### config.mk
export PLATFORM = sky130hd
export DESIGN_NAME = sorted_priority_queue
export DESIGN_NICKNAME = d
export VERILOG_FILES = /design/src/rtl/spq_pkg.sv /design/src/rtl/sorted_priority_queue.sv /design/src/rtl/spq_cell.sv
export SDC_FILE = /design/constraint.sdc
export NUM_CORES = 2
export LEC_CHECK = 0
export ABC_AREA = 0
export BUFFER_PORTS_ARGS = -buffer_cell sky130_fd_sc_hd__buf_4
export CORE_UTILIZATION = 28
export CTS_BUF_LIST = sky130_fd_sc_hd__clkbuf_16
export CTS_CLUSTER_SIZE = 10
export DETAILED_ROUTE_END_ITERATION = 7
export SLEW_MARGIN = 5
export SYNTH_ARGS = -nofsm -noshare
export SYNTH_HDL_FRONTEND = slang
export SYNTH_SLANG_ARGS = --single-unit
export TNS_END_PERCENT = 1
### constraint.sdc
create_clock -name clk -period 8.3 [get_ports clk]
set_input_delay 1.245 -clock clk [delete_from_list [all_inputs] [get_ports clk]]
set_output_delay 1.245 -clock clk [all_outputs]
set_load 0.02 [all_outputs]
### src/rtl/spq_pkg.sv
// Package for the sorted priority queue: entry and control types, command,
// status, cell operation and sequencer codes. No dependencies.
package spq_pkg;

  localparam int VALUE_W = 32;
  localparam int PRIO_W  = 16;

  typedef enum logic [1:0] {
    CMD_ENQUEUE = 2'd0,
    CMD_DEQUEUE = 2'd1,
    CMD_DISPLAY = 2'd2
  } cmd_t;

  typedef enum logic [1:0] {
    STAT_OK    = 2'd0,
    STAT_EMPTY = 2'd1,
    STAT_FULL  = 2'd2
  } status_t;

  typedef enum logic [1:0] {
    CELL_HOLD,
    CELL_INSERT,
    CELL_SHIFT,
    CELL_ROTATE
  } cell_op_t;

  typedef enum logic {
    ST_IDLE,
    ST_SHOW
  } seq_state_t;

  typedef struct packed {
    logic signed [VALUE_W-1:0] value;
    logic signed [PRIO_W-1:0]  prio;
  } entry_t;

  // Broadcast from the sequencer to every cell.
  typedef struct packed {
    cell_op_t op;
    entry_t   ins;
  } cell_ctrl_t;

endpackage

### src/rtl/sorted_priority_queue.sv
// Sorted priority queue top level: chain of spq_cell slots, request sequencer
// and registered result stage. Depends on spq_pkg and spq_cell.
//
//   channel   | handshake            | payload
//   ----------+----------------------+------------------------------------------
//   request   | in_valid / in_stall  | command, item_value, item_priority
//   result    | out_valid / out_stall| status, out_value, out_priority,
//             |                      | last_result, fill_level
//
// Enqueue and dequeue update all cells together: every cell decides locally from its
// own priority compare and its neighbours, so a request is taken every cycle
// while the result stage drains and no display runs. Display rotates the chain
// one slot per cycle while results drain, emits the head and keeps the order intact.
// Reset (rst, synchronous) clears the valid bits, the fill count and the
// sequencer; slot data is not reset. A stalled result holds the result register
// and the request side stalls until it frees.
module sorted_priority_queue import spq_pkg::*; #(
  parameter int CAPACITY = 16,
  localparam int CW = $clog2(CAPACITY + 1)
) (
  input  logic                      clk,
  input  logic                      rst,
  input  logic                      in_valid,
  output logic                      in_stall,
  input  logic [1:0]                command,
  input  logic signed [VALUE_W-1:0] item_value,
  input  logic signed [PRIO_W-1:0]  item_priority,
  output logic                      out_valid,
  input  logic                      out_stall,
  output logic [1:0]                status,
  output logic signed [VALUE_W-1:0] out_value,
  output logic signed [PRIO_W-1:0]  out_priority,
  output logic                      last_result,
  output logic [CW-1:0]             fill_level
);

  // Chain wiring
  entry_t                cell_entry [CAPACITY];
  logic [CAPACITY-1:0]   cell_valid;
  logic [CAPACITY-1:0]   cell_go;
  cell_ctrl_t            ctrl;
  entry_t                head;

  // Sequencer registers
  seq_state_t  state, state_next;
  logic [CW-1:0] count, count_next;
  logic [CW-1:0] idx, idx_next;

  // Result register next values
  logic                      out_valid_next;
  logic [1:0]                status_next;
  logic signed [VALUE_W-1:0] out_value_next;
  logic signed [PRIO_W-1:0]  out_priority_next;
  logic                      last_result_next;

  logic out_free;
  logic accept;
  logic emit;
  logic show_last;

  assign head = cell_entry[0];

  for (genvar i = 0; i < CAPACITY; i++) begin : g_cell
    entry_t left_e, right_e;
    logic   left_v, left_g, right_v;
    if (i == 0) begin : g_first
      assign left_e = '0;
      assign left_v = 1'b0;
      assign left_g = 1'b0;
    end else begin : g_mid_l
      assign left_e = cell_entry[i-1];
      assign left_v = cell_valid[i-1];
      assign left_g = cell_go[i-1];
    end
    if (i == CAPACITY - 1) begin : g_last
      assign right_e = '0;
      assign right_v = 1'b0;
    end else begin : g_mid_r
      assign right_e = cell_entry[i+1];
      assign right_v = cell_valid[i+1];
    end
    spq_cell u_cell (
      .clk         (clk),
      .rst         (rst),
      .ctrl        (ctrl),
      .left_entry  (left_e),
      .left_valid  (left_v),
      .left_go     (left_g),
      .right_entry (right_e),
      .right_valid (right_v),
      .head_entry  (head),
      .entry       (cell_entry[i]),
      .valid       (cell_valid[i]),
      .go          (cell_go[i])
    );
  end

  // Result stage is free when empty or being taken this cycle.
  assign out_free  = !out_valid || !out_stall;
  assign in_stall  = (state != ST_IDLE) || !out_free;
  assign accept    = in_valid && !in_stall;
  assign show_last = ((idx + CW'(1)) == count);

  always_comb begin
    state_next        = state;
    count_next        = count;
    idx_next          = idx;
    ctrl.op           = CELL_HOLD;
    ctrl.ins.value    = item_value;
    ctrl.ins.prio     = item_priority;
    emit              = 1'b0;
    status_next       = status;
    out_value_next    = out_value;
    out_priority_next = out_priority;
    last_result_next  = last_result;

    case (state)
      ST_IDLE: begin
        if (accept) begin
          case (command)
            CMD_ENQUEUE: begin
              emit              = 1'b1;
              out_value_next    = '0;
              out_priority_next = '0;
              last_result_next  = 1'b1;
              if (count == CW'(CAPACITY)) begin
                // Drop the request: queue full.
                status_next = STAT_FULL;
              end else begin
                status_next = STAT_OK;
                ctrl.op     = CELL_INSERT;
                count_next  = count + CW'(1);
              end
            end
            CMD_DEQUEUE: begin
              emit             = 1'b1;
              last_result_next = 1'b1;
              if (count == '0) begin
                status_next       = STAT_EMPTY;
                out_value_next    = '0;
                out_priority_next = '0;
              end else begin
                status_next       = STAT_OK;
                out_value_next    = head.value;
                out_priority_next = head.prio;
                ctrl.op           = CELL_SHIFT;
                count_next        = count - CW'(1);
              end
            end
            CMD_DISPLAY: begin
              if (count == '0) begin
                emit              = 1'b1;
                status_next       = STAT_EMPTY;
                out_value_next    = '0;
                out_priority_next = '0;
                last_result_next  = 1'b1;
              end else begin
                state_next = ST_SHOW;
                idx_next   = '0;
              end
            end
            default: begin
              // Unused command: no result.
            end
          endcase
        end
      end
      ST_SHOW: begin
        if (out_free) begin
          // Emit the head and rotate it to the back of the occupied slots.
          emit              = 1'b1;
          status_next       = STAT_OK;
          out_value_next    = head.value;
          out_priority_next = head.prio;
          last_result_next  = show_last;
          ctrl.op           = CELL_ROTATE;
          idx_next          = idx + CW'(1);
          if (show_last) begin
            state_next = ST_IDLE;
          end
        end
      end
      default: begin
        state_next = ST_IDLE;
      end
    endcase

    if (emit) begin
      out_valid_next = 1'b1;
    end else if (out_free) begin
      out_valid_next = 1'b0;
    end else begin
      out_valid_next = out_valid;
    end
  end

  always_ff @(posedge clk) begin
    if (rst) begin
      state     <= ST_IDLE;
      count     <= '0;
      idx       <= '0;
      out_valid <= 1'b0;
    end else begin
      state     <= state_next;
      count     <= count_next;
      idx       <= idx_next;
      out_valid <= out_valid_next;
    end
  end

  // Result payload: load only when a new result is produced.
  always_ff @(posedge clk) begin
    if (emit) begin
      status       <= status_next;
      out_value    <= out_value_next;
      out_priority <= out_priority_next;
      last_result  <= last_result_next;
      fill_level   <= count_next;
    end
  end

endmodule

### src/rtl/spq_cell.sv
// One slot of the sorted chain: holds an entry and its valid bit, and trades
// entries with its neighbours. Depends on spq_pkg.
module spq_cell import spq_pkg::*; (
  input  logic       clk,
  input  logic       rst,
  input  cell_ctrl_t ctrl,
  input  entry_t     left_entry,
  input  logic       left_valid,
  input  logic       left_go,
  input  entry_t     right_entry,
  input  logic       right_valid,
  input  entry_t     head_entry,
  output entry_t     entry,
  output logic       valid,
  output logic       go
);

  entry_t entry_next;
  logic   valid_next;

  // New entry belongs here or in front: slot empty, or stored priority not above.
  assign go = !valid || ($signed(entry.prio) <= $signed(ctrl.ins.prio));

  always_comb begin
    entry_next = entry;
    valid_next = valid;
    case (ctrl.op)
      CELL_INSERT: begin
        if (left_go) begin
          entry_next = left_entry;
          valid_next = left_valid;
        end else if (go) begin
          entry_next = ctrl.ins;
          valid_next = 1'b1;
        end
      end
      CELL_SHIFT: begin
        entry_next = right_entry;
        valid_next = right_valid;
      end
      CELL_ROTATE: begin
        // Last occupied slot takes the head; the rest move one towards the front.
        if (valid && !right_valid) begin
          entry_next = head_entry;
        end else begin
          entry_next = right_entry;
        end
      end
      default: begin
      end
    endcase
  end

  always_ff @(posedge clk) begin
    entry <= entry_next;
    if (rst) begin
      valid <= 1'b0;
    end else begin
      valid <= valid_next;
    end
  end

endmodule

==> metrics <==
Clock Sinks 852; I/O pin total 112; Clock transition at path regs 60 ps; area grow syn2layout 11.8%; die area 0.187 mm^2; worst-skew pair later-pin latency 760 ps; area leader, netlist edfxtp_1; total power per unit cell area 187 mW/mm^2; commonest non-fill, non-tap cell in the layout nand2_1; ys async rst share 0%; CP Cell Sequence buf_4 -> inv_1 -> ha_1 -> nor2b_1 -> o211ai_1 -> a21oi_1 -> or4_1 -> a21oi_4 -> buf_4 -> a31oi_4 -> buf_4; Placement Rows 157; first-pass GRT wire length 312 mm; max-slew violations 0; RSZ-0062 raised after global routing false; Final nets 4,966; Post-CTS Repair Setup Buffers 0; crit path max fanout 36; clock root cell clkbuf_16; DIE WIDTH 433 um; Chip Height 433 um; hold_buf cts 0; TritonCTS buffer count 101; hold path endpoint idx[4]; Synth Net Count 5,124; register share of total power 47.4%; drt pass-1 iters 8; Reg2Reg Depth 11; Worst setup SP type input pin; Top FF cell, synth edfxtp_1; initial antenna violation count 9; sw power 3.12 mW; worst slack at placement 2170 ps; vias in the first global route 43,307; fin area 0.0581 mm^2; CTS tree built; Ys Warns 0; Worst Skew 52.3 ps; WL/cell 30.5 um; reg-to-reg startpoint count[0]; CP endpoint kind flop; Critical Path RT 8650 ps; RR Endpoint g_cell[5].u_cell.entry[10]; Clock power frac 38.0%; most used cell, CP buf_4; DR vias 44,874; Final Hold Vio Count 0; final setup fails 0; min-delay src idx[4]; initial core utilization 28.3%; GRT Util Overall 22.6%; LEAKAGE 18.1 nW; Net Sw Frac 28.7%; share of the synthesized area in the top cell type 47.6%; worst setup path startpoint item_priority[1]; synth top area cells edfxtp_1, mux2i_1, o221ai_1; DRT antenna net count 0; Avg Inst Size Synth 10.8 um^2; routed wire length 219 mm; Placeable Area 0.184 mm^2; post-synthesis sequential area ratio 48.7%; max incr delay on CP 740 ps; crit path kind input pin to flop; H-Tree Depth 3; post-synth cell types 72; DR vias/cell 6.26; max_slew headroom 18.8%; I/O Buffers 111; Mapped Area 0.0520 mm^2; setup TNS 0 ps; min Tclk post-route 5480 ps; Worst EP arrival 5830 ps; Synth Register Bits 852; dpl hpwl 129 mm; Max Cap Viol 0; largest net degree at the start of global routing 177; FF-to-FF setup slack 2910 ps; peak supply drop 0.000165 V; Comb power frac 14.5%; initial drt markers 6,542; placed cell areas 0.0552 mm^2; status finished clean; remaining global-route overflow 0; Final Worst Setup Slack 2820 ps; most frequent cells in the layout nand2_1, edfxtp_1, mux2i_1; Clock Path Buffers 3; Worst-Margin Slew 1210 ps; Max Fclk 0.182 GHz; layout cells sized above 1 8.49%; Slowest-stage cell, CP buf_4; post_cts resized 0; period utilization 66.0%; Hold Crit Depth 2; post-synthesis instance total 4,802; GP Congestion 0.968; Post-synth EDFFs 824; P_int 7.76 mW; Post-route DRC 0; power consumption 10.9 mW; worst min path class flop to flop
## state kept, by name (all words and copies together) (netlist names)
signal and cells:
g_cell.u_cell.entry 768, out_value 32, fill_level 5, last_result 1, g_cell.u_cell.valid 16, count 5, status 2, state 1
idx 5, out_priority 16, out_valid 1
## worst max-delay path by stage
| stage | endpoint | slack [ps] | cells past startpoint |
|---|---|---|---|
| 6_report | g_cell[12].u_cell.entry[41] | 2820 | 11 |
| 5_1_grt | g_cell[5].u_cell.entry[37] | 2680 | 11 |
| 4_1_cts | g_cell[4].u_cell.entry[36] | 2960 | 11 |
| 3_5_place_dp | g_cell[3].u_cell.entry[0] | 2170 | 11 |
| 3_3_place_gp | g_cell[12].u_cell.entry[1] | 2290 | 11 |
| 2_1_floorplan | g_cell[0].u_cell.entry[0] | 740 | 11 |
## per-layer routing
layer | track usage, % | routed length (um) | vias up
li1 | - | - | 18531
met1 | 29.5 | 84100 | 22334
met3 | 6.29 | 27400 | 674
met2 | 34.1 | 95700 | 3329
met5 | 0.234 | 85 | -
met4 | 11.1 | 11500 | 6
## power by group through the flow
stage	registers, mW	clock network, mW	logic [mW]
5_1_grt	5.17	4.29	1.65
2_1_floorplan	5.20	0	0.933
3_5_place_dp	5.24	0	1.52
4_1_cts	5.15	4.15	1.53
3_3_place_gp	5.23	0	1.49
6_report	5.16	4.13	1.58
## worst max-delay path: cells and delay by family
family	cells	cell delay, ps
buffers and inverters	4	2090
AOI/OAI and AO/OA	4	1330
and+or+nand+nor	2	700
adders and majority gates	1	370
## synth_stat cells (all sizes together) (4+ instances only)
| cell | n |
|---|---|
| a221oi | 4 |
| a221o | 18 |
| o211ai | 115 |
| nand3 | 122 |
| clkbuf | 344 |
| nand2b | 22 |
| o22ai | 6 |
| o221ai | 530 |
| nor3b | 5 |
| a31oi | 60 |
| o21bai | 4 |
| o211a | 5 |
| a22oi | 47 |
| or4 | 6 |
| xnor2 | 5 |
| nor2 | 101 |
| dfxtp | 28 |
| nor3 | 25 |
| ha | 268 |
| a21oi | 160 |
| and3 | 8 |
| a211oi | 10 |
| edfxtp | 824 |
| and2 | 5 |
| nand4 | 48 |
| buf | 130 |
| nor4 | 12 |
| nand2 | 832 |
| a21o | 31 |
| a21boi | 10 |
| mux2i | 546 |
| nand3b | 5 |
| and4 | 13 |
| o21a | 7 |
| a2bb2oi | 98 |
| inv | 69 |
| nor2b | 71 |
| o21ai | 134 |
| a211o | 37 |
## through the flow
| step | hold WS (ps) | instances | utilization [%] |
|---|---|---|---|
| floorplan | 460 | 4802 | - |
| global placement | 470 | 7005 | 30.1 |
| detailed placement | 486 | 7005 | 30.1 |
| CTS | 493 | 7162 | 31.6 |
| global route | 528 | 7165 | 31.6 |
| finish | 492 | 7166 | 31.6 |
## area by class of cell
| class | instances | area (um^2) |
|---|---|---|
| Fill cell | 18549 | 126000 |
| Inverter | 69 | 259 |
| Antenna cell | 4 | 10.0 |
| Clock buffer | 103 | 2580 |
| Clock inverter | 54 | 282 |
| Sequential cell | 852 | 25300 |
| Timing Repair Buffer | 213 | 1700 |
| Multi-Input combinational cell | 3407 | 24900 |
| Tap cell | 2464 | 3080 |
## cell families (layout without fill, tap and decap cells)
kind of cell | after synthesis | after routing | share of synthesized area [%]
fa+ha+maj | 268 | 268 | 6.45
mux | 549 | 549 | 10.6
xor+xnor | 8 | 8 | 0.135
buf+inv | 543 | 439 | 4.41
flops | 852 | 852 | 48.7
compound gates | 1297 | 1297 | 19.0
simple gates | 1285 | 1285 | 10.7
other cells | 0 | 4 | 0
Note: power is estimated with default switching activity, not from simulation.
